==> src/rtl/core/aps_pkg.sv <==
// Package for the armed PWM slew limiter: command codes, register indexes, reset defaults.
package aps_pkg;

  localparam int CMD_BITS = 3;
  localparam logic [CMD_BITS-1:0] CMD_TICK      = 3'd0;
  localparam logic [CMD_BITS-1:0] CMD_ARM       = 3'd1;
  localparam logic [CMD_BITS-1:0] CMD_DISARM    = 3'd2;
  localparam logic [CMD_BITS-1:0] CMD_SPIN      = 3'd3;
  localparam logic [CMD_BITS-1:0] CMD_SPIN_DOWN = 3'd4;
  localparam logic [CMD_BITS-1:0] CMD_CUTOFF    = 3'd5;

  localparam int CFG_ADDR_BITS = 2;
  localparam logic [CFG_ADDR_BITS-1:0] REG_PWM_MIN   = 2'd0;
  localparam logic [CFG_ADDR_BITS-1:0] REG_PWM_MAX   = 2'd1;
  localparam logic [CFG_ADDR_BITS-1:0] REG_SLEW_STEP = 2'd2;
  localparam logic [CFG_ADDR_BITS-1:0] REG_TIMEOUT   = 2'd3;

  localparam int DEF_WIDTH_BITS      = 12;
  localparam int DEF_TICK_COUNT_BITS = 16;
  localparam int DEF_POWER_FRAC_BITS = 10;

  localparam int RST_PWM_MIN   = 1000;
  localparam int RST_PWM_MAX   = 2000;
  localparam int RST_SLEW_STEP = 10;
  localparam int RST_TIMEOUT   = 50;

endpackage

==> src/rtl/core/armed_pwm_slew_limiter.sv <==
// Armed PWM slew limiter: command decode, spin mapping, timeout and slew update.
//
//   channel  | direction | tdata fields (lsb first)                 | tuser
//   in_      | slave     | command[2:0], power[PW+2:3] (signed)     | -
//   out_     | master    | pulse_width_us[WB-1:0], armed[WB]        | -
//   cfg_     | write     | cfg_addr selects register, cfg_wdata     | -
//
// One command per cycle sustained while the output is not stalled; each command is registered
// in the input register, then goes through decode, multiply and slew into the output register.
// All state (armed flag, target, current width, tick count) updates as the output register loads,
// so the next command sees it at once. Reset is synchronous; state starts disarmed at the
// default minimum width. A stalled output holds both stages; the input register refills
// in the same cycle the output is taken.
module armed_pwm_slew_limiter
  import aps_pkg::*;
#(
  parameter int WIDTH_BITS      = DEF_WIDTH_BITS,
  parameter int TICK_COUNT_BITS = DEF_TICK_COUNT_BITS,
  parameter int POWER_FRAC_BITS = DEF_POWER_FRAC_BITS,
  localparam int PW_BITS   = POWER_FRAC_BITS + 2,
  localparam int IN_BITS   = CMD_BITS + PW_BITS,
  localparam int IN_DW     = ((IN_BITS + 7) / 8) * 8,
  localparam int OUT_BITS  = WIDTH_BITS + 1,
  localparam int OUT_DW    = ((OUT_BITS + 7) / 8) * 8,
  localparam int CFG_DW    = (WIDTH_BITS > TICK_COUNT_BITS) ? WIDTH_BITS : TICK_COUNT_BITS
) (
  input  logic                     clk,
  input  logic                     rst_n,
  input  logic                     in_tvalid,
  output logic                     in_tready,
  input  logic [IN_DW-1:0]         in_tdata,   // command, power (signed), zero pad
  output logic                     out_tvalid,
  input  logic                     out_tready,
  output logic [OUT_DW-1:0]        out_tdata,  // pulse_width_us, armed, zero pad
  input  logic                     cfg_wr_en,
  input  logic [CFG_ADDR_BITS-1:0] cfg_addr,
  input  logic [CFG_DW-1:0]        cfg_wdata
);

  localparam int WB = WIDTH_BITS;
  localparam int TB = TICK_COUNT_BITS;
  localparam int FB = POWER_FRAC_BITS;
  localparam int PROD_BITS = WB + FB + 1;
  localparam int SW = WB + 2;
  localparam logic [FB:0]        FULL = (FB+1)'(1) << FB;
  localparam logic [PROD_BITS-1:0] HALF = PROD_BITS'(1) << (FB - 1);
  localparam logic [TB-1:0]      TICK_MAX = '1;
  localparam logic [WB-1:0]      RST_MIN_W = WB'(RST_PWM_MIN);

  // configuration registers
  logic [WB-1:0] pwm_min_r, pwm_max_r, slew_step_r;
  logic [TB-1:0] timeout_r;

  always_ff @(posedge clk) begin
    if (!rst_n) begin
      pwm_min_r   <= WB'(RST_PWM_MIN);
      pwm_max_r   <= WB'(RST_PWM_MAX);
      slew_step_r <= WB'(RST_SLEW_STEP);
      timeout_r   <= TB'(RST_TIMEOUT);
    end else if (cfg_wr_en) begin
      unique case (cfg_addr)
        REG_PWM_MIN:   pwm_min_r   <= cfg_wdata[WB-1:0];
        REG_PWM_MAX:   pwm_max_r   <= cfg_wdata[WB-1:0];
        REG_SLEW_STEP: slew_step_r <= cfg_wdata[WB-1:0];
        REG_TIMEOUT:   timeout_r   <= cfg_wdata[TB-1:0];
        default: ;
      endcase
    end
  end

  // input stage
  logic                s1_vld_r;
  logic [CMD_BITS-1:0] s1_cmd_r;
  logic [PW_BITS-1:0]  s1_pwr_r;
  logic                s1_adv;
  logic                in_acc;

  assign s1_adv    = s1_vld_r && (!out_tvalid || out_tready);
  assign in_tready = !s1_vld_r || s1_adv;
  assign in_acc    = in_tvalid && in_tready;

  always_ff @(posedge clk) begin
    if (!rst_n) begin
      s1_vld_r <= 1'b0;
    end else if (in_tready) begin
      s1_vld_r <= in_tvalid;
    end
  end

  always_ff @(posedge clk) begin
    if (in_acc) begin
      s1_cmd_r <= in_tdata[CMD_BITS-1:0];
      s1_pwr_r <= in_tdata[CMD_BITS +: PW_BITS];
    end
  end

  // state
  logic          armed_r, armed_nxt;
  logic [WB-1:0] tgt_r, tgt_nxt;
  logic [WB-1:0] cur_r, cur_nxt;
  logic [TB-1:0] ticks_r, ticks_nxt;

  // effective band and spin target
  logic [WB-1:0]        eff_max;
  logic [WB-1:0]        range;
  logic [FB:0]          pmag, pclamp;
  logic [PROD_BITS-1:0] prod, prod_rnd;
  logic [WB-1:0]        spin_tgt;

  assign eff_max  = (pwm_max_r < pwm_min_r) ? pwm_min_r : pwm_max_r;
  assign range    = eff_max - pwm_min_r;
  assign pmag     = s1_pwr_r[PW_BITS-2:0];
  assign pclamp   = s1_pwr_r[PW_BITS-1] ? '0 : ((pmag > FULL) ? FULL : pmag);
  assign prod     = PROD_BITS'(range) * PROD_BITS'(pclamp);
  assign prod_rnd = prod + HALF;
  assign spin_tgt = pwm_min_r + prod_rnd[FB +: WB];

  // tick path: count, timeout, slew toward target, clamp to band
  logic [TB-1:0]        tick_cnt;
  logic [WB-1:0]        tick_tgt;
  logic signed [SW-1:0] cur_s, tgt_s, step_s, min_s, max_s, delta, slewed;
  logic [WB-1:0]        tick_cur;

  assign tick_cnt = (ticks_r < TICK_MAX) ? ticks_r + TB'(1) : ticks_r;
  assign tick_tgt = (tick_cnt > timeout_r) ? pwm_min_r : tgt_r;
  assign cur_s    = signed'({2'b00, cur_r});
  assign tgt_s    = signed'({2'b00, tick_tgt});
  assign step_s   = signed'({2'b00, slew_step_r});
  assign min_s    = signed'({2'b00, pwm_min_r});
  assign max_s    = signed'({2'b00, eff_max});
  assign delta    = tgt_s - cur_s;

  always_comb begin
    if (delta > step_s) begin
      slewed = cur_s + step_s;
    end else if (delta < -step_s) begin
      slewed = cur_s - step_s;
    end else begin
      slewed = tgt_s;
    end
    if (slewed < min_s) begin
      slewed = min_s;
    end
    if (slewed > max_s) begin
      slewed = max_s;
    end
  end

  assign tick_cur = slewed[WB-1:0];

  // command decode
  always_comb begin
    armed_nxt = armed_r;
    tgt_nxt   = tgt_r;
    cur_nxt   = cur_r;
    ticks_nxt = ticks_r;
    unique case (s1_cmd_r)
      CMD_TICK: begin
        if (armed_r) begin
          ticks_nxt = tick_cnt;
          tgt_nxt   = tick_tgt;
          cur_nxt   = tick_cur;
        end
      end
      CMD_ARM: begin
        if (!armed_r) begin
          armed_nxt = 1'b1;
          tgt_nxt   = pwm_min_r;
          cur_nxt   = pwm_min_r;
          ticks_nxt = '0;
        end
      end
      CMD_DISARM: begin
        if (armed_r) begin
          armed_nxt = 1'b0;
          tgt_nxt   = pwm_min_r;
          cur_nxt   = pwm_min_r;
          ticks_nxt = '0;
        end
      end
      CMD_SPIN: begin
        if (armed_r) begin
          tgt_nxt   = spin_tgt;
          ticks_nxt = '0;
        end
      end
      CMD_SPIN_DOWN: begin
        if (armed_r) begin
          tgt_nxt   = pwm_min_r;
          ticks_nxt = '0;
        end
      end
      CMD_CUTOFF: begin
        if (armed_r) begin
          tgt_nxt   = pwm_min_r;
          cur_nxt   = pwm_min_r;
          ticks_nxt = '0;
        end
      end
      default: ;
    endcase
  end

  always_ff @(posedge clk) begin
    if (!rst_n) begin
      armed_r <= 1'b0;
      tgt_r   <= RST_MIN_W;
      cur_r   <= RST_MIN_W;
      ticks_r <= '0;
    end else if (s1_adv) begin
      armed_r <= armed_nxt;
      tgt_r   <= tgt_nxt;
      cur_r   <= cur_nxt;
      ticks_r <= ticks_nxt;
    end
  end

  // output register
  logic                out_vld_r;
  logic [OUT_DW-1:0]   out_data_r;

  always_ff @(posedge clk) begin
    if (!rst_n) begin
      out_vld_r <= 1'b0;
    end else if (s1_adv) begin
      out_vld_r <= 1'b1;
    end else if (out_tready) begin
      out_vld_r <= 1'b0;
    end
  end

  always_ff @(posedge clk) begin
    if (s1_adv) begin
      out_data_r <= OUT_DW'({armed_nxt, cur_nxt});
    end
  end

  assign out_tvalid = out_vld_r;
  assign out_tdata  = out_data_r;

  // checks
  a_disarmed_settled: assert property (@(posedge clk) disable iff (!rst_n)
    !armed_r |-> (cur_r == tgt_r))
    else $error("disarmed with current width apart from target");

  a_no_accept_when_held: assert property (@(posedge clk) disable iff (!rst_n)
    (s1_vld_r && !s1_adv) |-> !in_tready)
    else $error("input accepted while input register is held");

  a_spin_clears_ticks: assert property (@(posedge clk) disable iff (!rst_n)
    (s1_adv && armed_r && (s1_cmd_r == CMD_SPIN || s1_cmd_r == CMD_SPIN_DOWN))
      |=> (ticks_r == '0))
    else $error("spin command left tick count set");

  a_output_tracks_state: assert property (@(posedge clk) disable iff (!rst_n)
    s1_adv |=> (out_data_r[WB-1:0] == cur_r && out_data_r[WB] == armed_r))
    else $error("output transaction differs from updated state");

endmodule

==> config.mk <==
export PLATFORM = sky130hd
export DESIGN_NAME = armed_pwm_slew_limiter
export DESIGN_NICKNAME = d
export VERILOG_FILES = /design/src/rtl/core/aps_pkg.sv /design/src/rtl/core/armed_pwm_slew_limiter.sv
export SDC_FILE = /design/constraint.sdc
export NUM_CORES = 1
export LEC_CHECK = 0
export BUFFER_PORTS_ARGS = -buffer_cell sky130_fd_sc_hd__buf_4
export CAP_MARGIN = 10
export CORE_UTILIZATION = 25
export CTS_CLUSTER_DIAMETER = 40
export DETAILED_ROUTE_END_ITERATION = 10
export PLACE_DENSITY = 0.38
export SLEW_MARGIN = 15
export SYNTH_ARGS = -nofsm -noshare
export SYNTH_HDL_FRONTEND = slang
export SYNTH_SLANG_ARGS = --single-unit
==> constraint.sdc <==
create_clock -name clk -period 36 [get_ports clk]
set_input_delay 1.8 -clock clk [delete_from_list [all_inputs] [get_ports clk]]
set_output_delay 1.8 -clock clk [all_outputs]
set_load 0.01 [all_outputs]
==> reports/summary.txt <==
Max Buffers Root-to-Sink - 2
Die height - 247.8 µm
Most used DFF post-synth - dfxtp_1
Drt total wl - 52370 µm
GR Overflow Total - 0
Hpwl dp - 42290 µm
Post-CTS Setup Inserts - 0
Initial Utilization - 25.45%
Post-route cell area - 0.01694 mm²
Synth Area per Inst - 8.048 µm²
Final worst-path cycle share - 40.51%
Wire per inst - 19.59 µm
Max_slew headroom - 27.82%
EDFF count, synth - 28
Initial antenna violation count - 0
DR iter-0 viols - 760
CP top delay family - compound AO/OA/AOI/OAI gates
Layout cells sized above 1 - 7.579%
Overall power consumption - 0.9718 mW
IO Count - 57
Unrepaired setup endpoints after global routing - no
Arr. time, crit path - 14790 ps
Post-synthesis sequential area ratio - 18.16%
CTS tree - built
Final Hold Fails - 0
DP Area - 0.01629 mm²
Worst min-delay path class - flip-flop to flip-flop
Synth Cell Area - 0.01511 mm²
Fin. max-slew vios - 0
Vias - 13277
Status - finished, final reports clean
Residual DRC - 0
Fill count - 6401
Worst-margin pin slew - 1078 ps
Startpoint class of the critical path - flip-flop
Clock net sink count - 123
Synth Instances - 1877
CP dominant cell by count - ha_1
Die span in x - 247.8 µm
Worst endpoint required time - 36210 ps
Setup-failing EPs final - 0
ANT nets after route - 0
Post-CTS sizing - 0
CTS root buf - clkbuf_16
Worst Path Class, Setup - flip-flop to flip-flop
Tmin final - 14580 ps
Final nets - 2215
Gr usage total - 17.69%
Num rows - 89
Core Area - 0.05935 mm²
Fin worst setup slack - 21420 ps
Slowest stage cell, crit path - a2111oi_0
PortBufs - 52
Worst skew pair latency - 480 ps
Critical path buffers and inverters - 3
Crit end category - flip-flop
Ys async rst share - 0%
Pwr dens - 57.36 mW/mm²
CP max FO - 16
Lkg Pwr - 7.460 nW
Pre-CTS worst setup slack - 21690 ps
Vias per cell - 4.967
Final setup TNS - 0 ps
Ant diodes - 0
Clock Skew - 16.49 ps
Vias in the first global route - 13421
Clock H-tree levels - 4
CTS Buf Count - 17
Largest net degree at the start of global routing - 52
GPL Wtd Cong - 0.8732
Layout overhead on the synthesized area - 12.16%
Register clock-pin slew on the reported worst setup and hold paths - 60 ps
First-pass GRT wire length - 81340 µm
Netlist cell types - 88
Initial DRT Pass Iterations - 8
Yosys reg bits - 123
Max Cap Violations - 0
Ys Warns - 0
Max VDD drop - 40.91 µV
Hold_buf cts - 0
Max stage delay on crit path - 620 ps
Die area - 0.06141 mm²
F_max - 0.06857 GHz
-- metal layers --
metal | routed length, µm | up-vias | track usage [%]
met2 | 23120 | 279 | 27.49
met3 | 2129 | 48 | 3.093
li1 | - | 6524 | -
met1 | 25960 | 6426 | 24.74
met5 | 0 | - | 0
met4 | 1153 | 0 | 5.305
-- per-stage QoR --
stage / instances / hold WS [ps] / util [%]
4_1_cts: 2673 / 466.0 / 28.55
6_report: 2673 / 464.0 / 28.55
2_1_floorplan: 1879 / 434.3 / -
3_5_place_dp: 2641 / 455.6 / 27.44
5_1_grt: 2673 / 479.5 / 28.55
3_3_place_gp: 2641 / 447.5 / 27.44
-- flip-flops by register name (all words and copies together), names as in the netlist --
signal       flops
ticks_r         16
tgt_r           12
s1_cmd_r         3
out_tvalid       1
timeout_r       16
pwm_max_r       12
s1_vld_r         1
pwm_min_r       12
cur_r           12
out_tdata       13
slew_step_r     12
armed_r          1
s1_pwr_r        12
-- kinds of logic (layout without fill, tap and decap cells) --
logic type      count (synthesis)  after routing  synth area share [%]
compound gates                454            454                 20.61
flops                         123            123                 18.16
mux                            33             33                 2.303
xor+xnor                       70             70                 4.150
other cells                     1              3               0.02483
simple gates                  631            631                 19.13
fa+ha+maj                     290            290                 28.63
buf+inv                       275            296                 6.991
-- worst reg2reg max path, delay by kind of cell (launching register included) --
kind,cells,cell delay [ps]
fa+ha+maj,7,2250
simple gates,18,3550
buf+inv,3,760
flops,1,440
mux,3,1270
xor+xnor,2,440
compound gates,24,5620
-- layout by cell type, fill, tap and decap left out, types with 18 or more instances in the layout --
master / Yosys / layout
o21ai_0: 84 / 84
mux2i_1: 22 / 22
nand2b_1: 28 / 28
a21o_1: 30 / 30
o21a_1: 24 / 24
and2_1: 29 / 29
inv_1: 193 / 193
ha_1: 196 / 196
nand3_1: 40 / 40
xnor2_1: 50 / 50
nor2_1: 138 / 138
xor2_1: 19 / 19
fa_1: 93 / 93
dfxtp_1: 95 / 95
buf_4: 4 / 71
nor3_1: 27 / 27
nand2_1: 263 / 263
a21oi_1: 95 / 95
o211ai_1: 22 / 22
nor2b_1: 38 / 38
clkbuf_16: 0 / 18
edfxtp_1: 28 / 28
a21boi_0: 38 / 38
-- synth_stat cells (6+ instances only) --
cell type  instances  area share [%]
clkbuf_1          68             1.7
a221oi_1           6            0.35
o21ai_1            8            0.27
mux2_2            10            0.75
buf_2              7            0.23
o21bai_1           6            0.30
xor2_1            19             1.1
nand4_1           13            0.54
dfxtp_1           95              13
inv_1            193             4.8
ha_1             196              16
nor3_1            27            0.89
o211ai_1          22             1.1
a31oi_1           13            0.54
o31ai_1            6            0.30
nand3_1           40             1.3
a21boi_0          38             1.9
a21oi_1           95             3.1
a22oi_1           17            0.84
fa_1              93              12
a211oi_1          15            0.75
edfxtp_1          28             5.6
or2_2             11            0.46
nor2_1           138             3.4
a21o_1            30             1.5
and3_1            17            0.70
nand2b_1          28             1.2
xnor2_1           50             2.9
and2_1            29             1.2
o21a_1            24             1.2
nor2b_1           38             1.6
nand2_1          263             6.5
mux2i_1           22             1.5
o22ai_1            9            0.37
o21ai_0           84             2.8
-- final timing paths --
path | startpoint | to | slack [ps] | cells after the start
worst max register to register | ticks_r[3] | out_tdata[10] | 21420 | 57
worst max-delay path | ticks_r[3] | out_tdata[10] | 21420 | 57
worst min-delay path | timeout_r[8] | timeout_r[8] | 460 | 2
worst min register to register | timeout_r[8] | timeout_r[8] | 460 | 2
-- power breakdown --
part           switching [mW]  total, mW  internal (mW)  leakage (nW)
sequential            0.00742      0.155          0.147          1.04
clock                  0.0793      0.201          0.121         0.319
combinational           0.384      0.616          0.233          6.10
-- cell type report --
type                       instances  area (µm²)  area share, %
clock inverter                    14       205.2          1.211
clock buffer                      18       450.4          2.659
multi-input combinational       1481       11320          66.81
inverter                         193       724.4          4.276
sequential                       123        2743          16.19
timing repair buffer              71       533.0          3.146
tap                              773       967.2          5.709
Note: power is estimated with default switching activity, not from simulation.
